--- config.mk ---
export PLATFORM = sky130hd
export DESIGN_NAME = audio_onset_slicer_core
export DESIGN_NICKNAME = d
export VERILOG_FILES = /design/src/hdl/aos_pkg.sv /design/src/hdl/audio_onset_slicer_core.sv /design/src/hdl/aos_lane.sv /design/src/hdl/aos_merge.sv /design/src/hdl/aos_track.sv
export SDC_FILE = /design/constraint.sdc
export NUM_CORES = 1
export LEC_CHECK = 0
export BUFFER_PORTS_ARGS = -buffer_cell sky130_fd_sc_hd__buf_2
export CORE_MARGIN = 8
export CORE_UTILIZATION = 62
export DETAILED_ROUTE_END_ITERATION = 10
export GPL_TIMING_DRIVEN = 0
export PLACE_DENSITY_LB_ADDON = 0.12
export SLEW_MARGIN = 15
export SYNTH_ARGS = -nofsm -noshare
export SYNTH_HDL_FRONTEND = slang
export SYNTH_SLANG_ARGS = --single-unit
export TNS_END_PERCENT = 5
--- constraint.sdc ---
create_clock -name clk -period 22.8 [get_ports clk]
set_clock_uncertainty 0.2 [all_clocks]
set_input_delay 6.84 -clock clk [delete_from_list [all_inputs] [get_ports clk]]
set_output_delay 6.84 -clock clk [all_outputs]
set_load 0.05 [all_outputs]
--- src/hdl/aos_pkg.sv ---
// ----------------------------------------------------------------------------
// aos_pkg
// Shared types and constants for the audio onset slicer.
// ----------------------------------------------------------------------------
package aos_pkg;

  localparam int unsigned SAMPLE_W    = 16;
  localparam int unsigned MAG_W       = SAMPLE_W + 1;
  localparam int unsigned THR_W       = 15;
  localparam int unsigned REFR_W      = 20;
  localparam int unsigned CHAN_W      = 4;
  localparam int unsigned CFG_DATA_W  = 20;
  localparam int unsigned CFG_IDX_W   = 2;
  localparam int unsigned FRAME_OUT_W = 32;
  localparam int unsigned POINTS_W    = 13;
  localparam int unsigned LANES_MAX   = 8;

  // configuration register indexes
  localparam logic [CFG_IDX_W-1:0] CFG_IDX_THRESHOLD  = 2'd0;
  localparam logic [CFG_IDX_W-1:0] CFG_IDX_REFRACTORY = 2'd1;
  localparam logic [CFG_IDX_W-1:0] CFG_IDX_CHANNELS   = 2'd2;

  // configuration reset values
  localparam logic [THR_W-1:0]  THRESHOLD_RST  = 15'd4096;
  localparam logic [REFR_W-1:0] REFRACTORY_RST = 20'd240;
  localparam logic [CHAN_W-1:0] CHANNELS_RST   = 4'd2;

  typedef struct packed {
    logic                       first_frame;
    logic signed [SAMPLE_W-1:0] sample_0;
    logic signed [SAMPLE_W-1:0] sample_1;
    logic signed [SAMPLE_W-1:0] sample_2;
    logic signed [SAMPLE_W-1:0] sample_3;
    logic signed [SAMPLE_W-1:0] sample_4;
    logic signed [SAMPLE_W-1:0] sample_5;
    logic signed [SAMPLE_W-1:0] sample_6;
    logic signed [SAMPLE_W-1:0] sample_7;
  } aos_in_t;

  typedef struct packed {
    logic                   onset;
    logic [FRAME_OUT_W-1:0] onset_frame;
    logic [POINTS_W-1:0]    points_so_far;
    logic                   overflow;
  } aos_out_t;

  // control passed from the handshake logic to the tracker
  typedef struct packed {
    logic load;
    logic first_frame;
  } aos_step_t;

endpackage

--- src/hdl/audio_onset_slicer_core.sv ---
// ----------------------------------------------------------------------------
// audio_onset_slicer_core
// Threshold onset detector with refractory interval, one result per frame.
// ----------------------------------------------------------------------------
//
//  channel | ports                          | beat
//  --------+--------------------------------+------------------------------
//  in      | in_valid, in_stall, in_beat    | one frame: first_frame, 8 samples
//  out     | out_valid, out_stall, out_beat | onset, frame index, count, ovf
//  cfg     | cfg_we, cfg_index, cfg_wdata   | register write, no read-back
//
//  One frame per cycle sustained while out_stall is low; an input beat reaches
//  the result beat through the lane register, then the tracker/result register.
//  The state loop in the tracker (32-bit gap subtract and compare) sets the
//  per-frame rate.
//  rst_n is synchronous; it clears config to defaults and all clip state.
//  A stalled result holds in the output register while the lane stage still
//  takes a new frame; in_stall rises only when both stages are full.
// ----------------------------------------------------------------------------
module audio_onset_slicer_core
  import aos_pkg::*;
#(
  parameter int unsigned MAX_CHANNELS = 8,
  parameter int unsigned MAX_POINTS   = 4096,
  parameter int unsigned FRAME_BITS   = 32
)
(
  input  logic                  clk,
  input  logic                  rst_n,

  input  logic                  in_valid,
  output logic                  in_stall,
  input  aos_in_t               in_beat,

  output logic                  out_valid,
  input  logic                  out_stall,
  output aos_out_t              out_beat,

  input  logic                  cfg_we,
  input  logic [CFG_IDX_W-1:0]  cfg_index,
  input  logic [CFG_DATA_W-1:0] cfg_wdata
);

  // configuration registers
  logic [THR_W-1:0]  threshold_r;
  logic [REFR_W-1:0] refractory_r;
  logic [CHAN_W-1:0] channels_r;

  always_ff @(posedge clk) begin
    if (!rst_n) begin
      threshold_r  <= THRESHOLD_RST;
      refractory_r <= REFRACTORY_RST;
      channels_r   <= CHANNELS_RST;
    end else if (cfg_we) begin
      unique case (cfg_index)
        CFG_IDX_THRESHOLD:  threshold_r  <= cfg_wdata[THR_W-1:0];
        CFG_IDX_REFRACTORY: refractory_r <= cfg_wdata[REFR_W-1:0];
        CFG_IDX_CHANNELS:   channels_r   <= cfg_wdata[CHAN_W-1:0];
        default: ;  // unmapped index: write dropped
      endcase
    end
  end

  // channel count clamped to 1..MAX_CHANNELS
  logic [CHAN_W-1:0] chan_eff;

  always_comb begin
    if (channels_r == '0) begin
      chan_eff = CHAN_W'(1);
    end else if (channels_r > CHAN_W'(MAX_CHANNELS)) begin
      chan_eff = CHAN_W'(MAX_CHANNELS);
    end else begin
      chan_eff = channels_r;
    end
  end

  // handshake: two stages, each loads when empty or when it drains
  logic s1_valid_r, s1_valid_nxt;
  logic s1_first_r;
  logic out_valid_r, out_valid_nxt;
  logic out_load, s1_load, in_acc;

  assign out_load      = !out_valid_r || !out_stall;
  assign s1_load       = !s1_valid_r || out_load;
  assign in_stall      = !s1_load;
  assign in_acc        = in_valid && s1_load;
  assign s1_valid_nxt  = s1_load ? in_valid : s1_valid_r;
  assign out_valid_nxt = out_load ? s1_valid_r : out_valid_r;
  assign out_valid     = out_valid_r;

  always_ff @(posedge clk) begin
    if (!rst_n) begin
      s1_valid_r  <= 1'b0;
      out_valid_r <= 1'b0;
    end else begin
      s1_valid_r  <= s1_valid_nxt;
      out_valid_r <= out_valid_nxt;
    end
  end

  always_ff @(posedge clk) begin
    if (in_acc) begin
      s1_first_r <= in_beat.first_frame;
    end
  end

  // lanes: one magnitude unit per channel
  logic [LANES_MAX-1:0][SAMPLE_W-1:0] samples;
  logic [MAX_CHANNELS-1:0][MAG_W-1:0] mags;

  assign samples = {in_beat.sample_7, in_beat.sample_6, in_beat.sample_5,
                    in_beat.sample_4, in_beat.sample_3, in_beat.sample_2,
                    in_beat.sample_1, in_beat.sample_0};

  for (genvar i = 0; i < MAX_CHANNELS; i++) begin : g_lane
    aos_lane u_lane (
      .clk    (clk),
      .load   (in_acc),
      .in_use (CHAN_W'(i) < chan_eff),
      .sample (samples[i]),
      .mag_r  (mags[i])
    );
  end

  // merge: frame peak against threshold
  logic above;

  aos_merge #(
    .LANES (MAX_CHANNELS)
  ) u_merge (
    .mags      (mags),
    .threshold (threshold_r),
    .above     (above)
  );

  // clip state and result register
  aos_step_t step;

  assign step.load        = out_load && s1_valid_r;
  assign step.first_frame = s1_first_r;

  aos_track #(
    .FRAME_BITS (FRAME_BITS),
    .MAX_POINTS (MAX_POINTS)
  ) u_track (
    .clk        (clk),
    .rst_n      (rst_n),
    .step       (step),
    .above      (above),
    .refractory (refractory_r),
    .out_r      (out_beat)
  );

endmodule

--- src/hdl/aos_lane.sv ---
// ----------------------------------------------------------------------------
// aos_lane
// One channel lane: absolute value of a PCM16 sample, gated by channel use,
// registered.
// ----------------------------------------------------------------------------
module aos_lane
  import aos_pkg::*;
(
  input  logic                       clk,
  input  logic                       load,
  input  logic                       in_use,
  input  logic signed [SAMPLE_W-1:0] sample,
  output logic [MAG_W-1:0]           mag_r
);

  logic [MAG_W-1:0] raw;
  logic [MAG_W-1:0] mag_nxt;

  assign raw = {1'b0, sample};

  // -32768 comes out as 32768, hence the extra bit
  always_comb begin
    if (!in_use) begin
      mag_nxt = '0;
    end else if (sample[SAMPLE_W-1]) begin
      mag_nxt = (MAG_W'(1) << SAMPLE_W) - raw;
    end else begin
      mag_nxt = raw;
    end
  end

  always_ff @(posedge clk) begin
    if (load) begin
      mag_r <= mag_nxt;
    end
  end

endmodule

--- src/hdl/aos_merge.sv ---
// ----------------------------------------------------------------------------
// aos_merge
// Compares every lane magnitude against the threshold and ORs the hits; the
// frame peak reaches the threshold exactly when one lane does.
// ----------------------------------------------------------------------------
module aos_merge
  import aos_pkg::*;
#(
  parameter int unsigned LANES = 8
)
(
  input  logic [LANES-1:0][MAG_W-1:0] mags,
  input  logic [THR_W-1:0]            threshold,
  output logic                        above
);

  // lanes not in use hold zero, so they only hit at threshold zero
  always_comb begin
    above = 1'b0;
    for (int i = 0; i < LANES; i++) begin
      above = above | (mags[i] >= MAG_W'(threshold));
    end
  end

endmodule

--- src/hdl/aos_track.sv ---
// ----------------------------------------------------------------------------
// aos_track
// Per-clip state: rising-edge detect, refractory spacing, onset count limit,
// saturating frame counter. Also holds the result register.
// ----------------------------------------------------------------------------
module aos_track
  import aos_pkg::*;
#(
  parameter int unsigned FRAME_BITS = 32,
  parameter int unsigned MAX_POINTS = 4096
)
(
  input  logic              clk,
  input  logic              rst_n,
  input  aos_step_t         step,
  input  logic              above,
  input  logic [REFR_W-1:0] refractory,
  output aos_out_t          out_r
);

  localparam int unsigned CNT_W   = $clog2(MAX_POINTS + 1);
  localparam int unsigned DIFF_W  = (FRAME_BITS > REFR_W) ? FRAME_BITS : REFR_W;
  localparam int unsigned PTS_X_W = (CNT_W > POINTS_W) ? CNT_W : POINTS_W;
  localparam int unsigned FRM_X_W = (FRAME_BITS > FRAME_OUT_W) ? FRAME_BITS : FRAME_OUT_W;

  logic                  was_above_r, was_above_nxt;
  logic [FRAME_BITS-1:0] frame_r, frame_nxt;
  logic [FRAME_BITS-1:0] last_r, last_nxt;
  logic [CNT_W-1:0]      cnt_r, cnt_nxt;
  logic                  ovf_r, ovf_nxt;

  logic                  was_eff, ovf_eff;
  logic [FRAME_BITS-1:0] frame_eff, last_eff;
  logic [CNT_W-1:0]      cnt_eff;
  logic [DIFF_W-1:0]     gap;
  logic                  spaced, trigger, full, onset;
  logic [PTS_X_W-1:0]    pts_x;
  logic [FRM_X_W-1:0]    frm_x;
  aos_out_t              out_nxt;

  always_comb begin
    // a first frame starts from cleared state
    was_eff   = step.first_frame ? 1'b0 : was_above_r;
    ovf_eff   = step.first_frame ? 1'b0 : ovf_r;
    frame_eff = step.first_frame ? '0 : frame_r;
    last_eff  = step.first_frame ? '0 : last_r;
    cnt_eff   = step.first_frame ? '0 : cnt_r;

    // last onset never lies ahead of the current frame
    gap     = DIFF_W'(frame_eff - last_eff);
    spaced  = (cnt_eff == '0) || (gap >= DIFF_W'(refractory));
    trigger = above && !was_eff && !ovf_eff && spaced;
    full    = (cnt_eff >= CNT_W'(MAX_POINTS));
    onset   = trigger && !full;

    ovf_nxt       = ovf_eff | (trigger & full);
    cnt_nxt       = onset ? cnt_eff + 1'b1 : cnt_eff;
    last_nxt      = onset ? frame_eff : last_eff;
    was_above_nxt = above;
    frame_nxt     = (&frame_eff) ? frame_eff : frame_eff + 1'b1;

    pts_x = PTS_X_W'(cnt_nxt);
    frm_x = FRM_X_W'(frame_eff);
    out_nxt.onset         = onset;
    out_nxt.onset_frame   = frm_x[FRAME_OUT_W-1:0];
    out_nxt.points_so_far = pts_x[POINTS_W-1:0];
    out_nxt.overflow      = ovf_nxt;
  end

  always_ff @(posedge clk) begin
    if (!rst_n) begin
      was_above_r <= 1'b0;
      frame_r     <= '0;
      last_r      <= '0;
      cnt_r       <= '0;
      ovf_r       <= 1'b0;
    end else if (step.load) begin
      was_above_r <= was_above_nxt;
      frame_r     <= frame_nxt;
      last_r      <= last_nxt;
      cnt_r       <= cnt_nxt;
      ovf_r       <= ovf_nxt;
    end
  end

  always_ff @(posedge clk) begin
    if (step.load) begin
      out_r <= out_nxt;
    end
  end

endmodule

==> run_results.csv, run 1 <==
group,metric,value,unit
finish,nFillCells,2439,
cts,cts_resized,0,
critical_path,arrival,7.47,ns
cts,clk_pin_slew,0.06,ns
yosys,ys_types,92,
global_routing,grt_max_degree,57,
timing,tns,0,ns
cts,cts_buffer_depth,3,
finish,drive_above_1_share,13.3,%
global_routing,top_usage_layer,"met2",
global_routing,grt_pass1_vias,17900,
drt,wire_per_inst,20.8,µm
drt,via_per_inst,6.27,
min_path,min_path_type,"flip-flop to flip-flop",
drt,drc,0,
global_routing,use_met3,4.20,%
timing,fin_crit,14.51,ns
yosys,yosysWarningCount,0,
cts,cts.sinks,304,
flow_run,maxCapViolCount,0,
timing,hold_viol,0,
timing,finalCritPeriodShare,63.7,%
place,postPlaceCellArea,21400,µm²
finish,final_area,22500,µm²
cts,clkLatencyLatePin,0.59,ns
drt,ant_nets,0,
finish,diodes,0,
timing,max_freq,68.9,MHz
timing,worst_slew_margin_rel,32.3,%
cts,cts_setup_buffers,0,
drt,routed_wl,58400,µm
power,p_leak,9.06,nW
floorplan,die_y,194,µm
status,outcome,"finished clean",
finish,final_nets,2719,
power,power.density,60.7,nW/µm²
drt,drtIter0Drc,1425,
yosys,synth_area_per_cell,9.25,µm²
drt,drtPass1Iterations,5,
cts,htreeDepth,1,
floorplan,pin_count,205,
yosys,syn_area,19700,µm²
place,io_buffers,203,
timing,slew_violations,0,
critical_path,cp-end-kind,"output port",
floorplan,core,31500,µm²
finish,area_delta_synth_final,14.0,%
yosys,ys_seq_area_share,40.2,%
place,gp_congestion,0.942,
critical_path,path_class,"input pin to output port",
global_routing,antenna_found_initial,0,
timing,worst_pin_slew,1.01,ns
yosys,synthArstFlopShare,0,%
global_routing,use_met1,34.5,%
timing,fin_hold_ws,0.253,ns
critical_path,crit_path_start_kind,"input pin",
floorplan,die_w,194,µm
drt,vias,17600,
timing,rsz0062_at_grt,"no",
yosys,ys.flop_type,"edfxtp_1",
global_routing,grt_usage,30.1,%
yosys,synth_enable_flop_cells,184,
floorplan,rows,65,
place,dp_hpwl,45300,µm
floorplan,die_area,37800,µm²
critical_path,required,15.76,ns
global_routing,grt_pass1_wl,92600,µm
critical_path,crit_fanout,3,
cts,numCtsBuffers,31,
yosys,synthCells,2133,
cts,cts_tree,"yes",
global_routing,gr-total-overflow,0,
cts,cts_hold_buf,0,
floorplan,start_util,62.7,%
power,peakVddDrop,53.7,µV
global_routing,use_met2,53.0,%
yosys,synth_seq_cells,304,
timing,setup_viol,0,
cts,clockRootBuffer,"clkbuf_16",
[worst paths after layout]
kind	endpoint	startpoint	cells after the start	slack [ns]
worst max-delay path	in_stall	out_stall	3	8.29
worst min-delay path	u_track.frame_r[0]	u_track.frame_r[0]	2	0.25
worst max register to register	u_track.last_r[3]	s1_first_r	26	14.67
worst min register to register	u_track.frame_r[0]	u_track.frame_r[0]	2	0.25
[power by group]
group	total [W]	switching, W	internal (W)
combinational	0.000194	0.000126	0.0000682
clock	0.000555	0.000223	0.000331
sequential	0.000617	0.00000908	0.000608
[layer usage]
| metal | vias to the layer above | wire (µm) |
|---|---|---|
| met4 | 0 | 3860 |
| li1 | 8323 | - |
| met1 | 8301 | 22600 |
| met2 | 757 | 28400 |
| met5 | - | 0 |
| met3 | 217 | 3600 |
[area by class of cell]
type | instances | area [µm²] | area share (%)
clock buffer | 34 | 797 | 3.54
inverter | 87 | 327 | 1.45
clock inverter | 23 | 308 | 1.37
buffer | 102 | 458 | 2.04
tap | 402 | 503 | 2.24
multi-input combinational | 1647 | 11100 | 49.2
sequential | 304 | 7930 | 35.3
timing repair buffer | 207 | 1100 | 4.91
[critical path, cell delays in order]
cell,delay [ns]
buf_2,0.10
and3_1,0.24
buf_2,0.29
[synthesized netlist by cell type, types with 21 or more instances]
library cell | number | area, µm²
nand2_1 | 243 | 912
nor2_1 | 187 | 702
edfxtp_1 | 184 | 5530
ha_1 | 182 | 2280
a21oi_1 | 134 | 671
dfxtp_1 | 120 | 2400
xor2_1 | 93 | 815
inv_1 | 86 | 323
o21ai_0 | 79 | 395
nand4_1 | 68 | 425
clkbuf_1 | 65 | 244
xnor2_1 | 64 | 561
nand3_1 | 51 | 255
nor2b_1 | 50 | 313
a21o_1 | 47 | 353
o31ai_1 | 35 | 263
or4_1 | 35 | 263
and2_1 | 31 | 194
nor3_1 | 30 | 150
nor4_1 | 26 | 163
o311ai_0 | 23 | 201
nand2b_1 | 21 | 131
[logic make-up after synthesis]
logic type	share of synthesized area, %
AND/OR/NAND/NOR	21.3
multiplexers	0.716
adder cells (fa/ha/maj)	11.6
AO/OA/AOI/OAI	15.2
XOR/XNOR	6.97
buffers and inverters	3.96
other	0.0190
flip-flops	40.2
[layout by cell type, fill, tap and decap left out, drive strengths merged, types with 27 or more instances in the layout]
cell	instances
buf	243
nand2	245
a21o	47
nor4	27
dfxtp	120
edfxtp	184
nor2	188
nand4	68
o21ai	84
xor2	93
a21oi	139
ha	182
and2	32
nor3	30
inv	90
or4	37
nand3	53
clkbuf	100
nor2b	52
xnor2	64
o31ai	35
[flip-flops by register name (all words and copies together) (netlist names), 4 cells and up]
signal,cells
u_track.frame_r,32
u_track.last_r,32
channels_r,4
u_track.out_r,47
u_track.cnt_r,13
g_lane.u_lane.mag_r,136
refractory_r,20
threshold_r,15
[metrics by stage]
step / util (%) / instances / total power (W) / setup WS [ns]
after floorplan: - / 2140 / 0.000749 / 8.44
after global placement: 67.6 / 2745 / 0.000812 / 6.73
after detailed placement: 67.9 / 2749 / 0.000819 / 8.29
after CTS: 71.4 / 2806 / 0.00137 / 8.28
after global routing: 71.4 / 2806 / 0.00141 / 8.25
final: 71.4 / 2806 / 0.00137 / 8.29
No activity file was read; power rests on OpenSTA's default activity.
==> run 2: changes to the inputs <==
--- a/config.mk
+++ b/config.mk
@@ -7,7 +7,7 @@
 export LEC_CHECK = 0
 export BUFFER_PORTS_ARGS = -buffer_cell sky130_fd_sc_hd__buf_2
 export CORE_MARGIN = 8
-export CORE_UTILIZATION = 62
+export CORE_UTILIZATION = 55
 export DETAILED_ROUTE_END_ITERATION = 10
 export GPL_TIMING_DRIVEN = 0
 export PLACE_DENSITY_LB_ADDON = 0.12
==> constraint.sdc (replaced) <==
create_clock -name clk -period 12.3 [get_ports clk]
set_clock_uncertainty 0.2 [all_clocks]
set_input_delay 3.69 -clock clk [delete_from_list [all_inputs] [get_ports clk]]
set_output_delay 3.69 -clock clk [all_outputs]
set_load 0.05 [all_outputs]
==> run 2 against run 1 <==
Compared with the run above:
- die area increased by 12%
- critical path type is now flip-flop to flip-flop
- largest power group unchanged
- setup slack worse by 4.3 ns
- final cell count increased by 2.4%
- hold slack better by 0.0016 ns
- register-to-register slack worse by 11 ns
- highest routed layer unchanged
- utilization fell by 7.9 points
- via count fell by 0.85%
- count of clock-buffer cells in the layout increased by 10
- power up 82%
- cell area is 0.24% higher
- critical endpoint is now u_track.last_r[27]
- clock power up 77%
- combinational power increased by 85%
==> run_results.csv, run 2 (synthesized netlist as in run 1, its figures left out) <==
group,metric,value,unit
finish,final_util,63.5,%
timing,slew_violations,0,
cts,htreeDepth,2,
timing,worst_slew_margin_rel,26.0,%
timing,fin_hold_ws,0.255,ns
critical_path,path_class,"flip-flop to flip-flop",
cts,cts_setup_buffers,0,
critical_path,path_buf_inv,7,
drt,drtIter0Drc,1202,
floorplan,rows,69,
critical_path,crit_cells,26,
critical_path,ff2ff_setup_slack,3.97,ns
cts,cts_tree,"yes",
drt,drc,0,
power,internal_power,0.00182,W
critical_path,critPathMaxStageDelay,0.55,ns
critical_path,crit_family,"buffers and inverters",
place,dpl.cell_count,2809,
power,p_leak,9.05,nW
floorplan,core,35500,µm²
floorplan,die_area,42200,µm²
critical_path,cp_common_cell,"clkbuf_1",
timing,fin_crit,8.33,ns
power,clkPwrFrac,39.5,%
global_routing,antenna_found_initial,0,
critical_path,r2r_end,"u_track.last_r[27]",
drt,wire_per_inst,20.6,µm
global_routing,gr-total-overflow,0,
power,power.density,110,nW/µm²
finish,final_cell_mix,"nand2_1, buf_2, nor2_1, edfxtp_1, ha_1",
critical_path,crit_end,"u_track.last_r[27]",
timing,hold_viol,0,
power,comb_power_share,14.5,%
drt,via_per_inst,6.07,
drt,routed_wl,59100,µm
finish,instances_no_fill,2874,
floorplan,die_w,205,µm
timing,max_freq,120,MHz
critical_path,crit_fanout,10,
power,pwr-share-seq,46.0,%
finish,top_register,"g_lane.u_lane.mag_r",
timing,tns,0,ns
global_routing,grt_pass1_wl,91800,µm
floorplan,die_y,205,µm
status,outcome,"finished clean",
floorplan,pin_count,205,
critical_path,cpMaxStageDelayCell,"clkbuf_1",
place,dp_hpwl,46200,µm
finish,drive_above_1_share,12.9,%
drt,ant_nets,0,
timing,worst_pin_slew,1.10,ns
critical_path,ff2ff_path_depth,26,
timing,setup_viol,0,
global_routing,grt_pass1_vias,17500,
flow_run,maxCapViolCount,0,
drt,drtPass1Iterations,5,
floorplan,start_util,55.6,%
critical_path,crit_path_start_kind,"flip-flop",
place,io_buffers,203,
min_path,min_from,"refractory_r[1]",
place,gp_congestion,0.925,
cts,cts_resized,0,
power,peakVddDrop,128,µV
timing,rsz0062_at_grt,"no",
global_routing,grt_usage,27.3,%
finish,layout_commonest_cell,"nand2_1",
min_path,min_path_type,"flip-flop to flip-flop",
cts,cts_hold_buf,0,
timing,finalCritPeriodShare,67.7,%
finish,largestRegisters,"g_lane.u_lane.mag_r: 136 flops, u_track.out_r: 47 flops",
power,p_sw_share,26.7,%
finish,largest_reg_flops,136,
cts,numCtsBuffers,35,
cts,clockRootBuffer,"clkbuf_16",
critical_path,arrival,8.52,ns
drt,vias,17400,
critical_path,rr_startpoint,"s1_first_r",
cts,cts_buffer_depth,3,
cts,clk_pin_slew,0.06,ns
global_routing,grt_max_degree,57,
power,switchingPower,0.000664,W
cts,clkLatencyLatePin,0.54,ns
finish,final_nets,2724,
finish,area_delta_synth_final,14.2,%
critical_path,cp-startpoint,"s1_first_r",
critical_path,cp-end-kind,"flip-flop",
cts,cts.sinks,304,
critical_path,required,12.49,ns
[run 2: cell type report]
type                            instances  area [µm²]
Multi-Input combinational cell       1647       11100
Antenna cell                            2        5.00
Fill cell                            2984       12900
Timing Repair Buffer                  208        1120
Tap cell                              461         577
Buffer                                102         458
Sequential cell                       304        7930
Clock inverter                         19         151
Inverter                               87         327
Clock buffer                           44         910
[run 2: routing by layer]
metal | GRT usage (%) | part of all wire, % | vias to the layer above
li1 | - | - | 8346
met1 | 32.0 | 40 | 8243
met2 | 48.7 | 50 | 679
met3 | 3.13 | 5.4 | 181
met4 | 14.0 | 5.2 | 0
met5 | 0 | 0 | -
[run 2: power groups by stage]
stage,logic (W),clock network [W],registers [W]
after floorplan,0.000197,0,0.00119
after global placement,0.000337,0,0.00117
after detailed placement,0.000354,0,0.00117
after CTS,0.000357,0.000994,0.00114
after global routing,0.000393,0.00103,0.00115
final,0.000359,0.000982,0.00114
[run 2: through the flow]
step	cell area (µm²)	setup WS (ns)	power [W]
6_report	22500	3.97	0.00249
3_3_place_gp	21400	-0.807	0.00151
4_1_cts	22500	4.09	0.00250
3_5_place_dp	21500	4.09	0.00152
5_1_grt	22500	3.62	0.00257
2_1_floorplan	19800	1.33	0.00139
[run 2: how the worst min path moves through the flow]
stage / to / cells after the start / slack (ns)
2_1_floorplan: u_track.frame_r[0] / 2 / 0.23
3_5_place_dp: threshold_r[6] / 2 / 0.25
4_1_cts: threshold_r[6] / 2 / 0.25
5_1_grt: threshold_r[6] / 2 / 0.27
3_3_place_gp: u_track.frame_r[0] / 2 / 0.24
6_report: refractory_r[1] / 2 / 0.25
[run 2: worst min-delay path, stage by stage (launching register included)]
cell     delay [ns]
dfxtp_1        0.30
nand2_1        0.05
a21oi_1        0.05
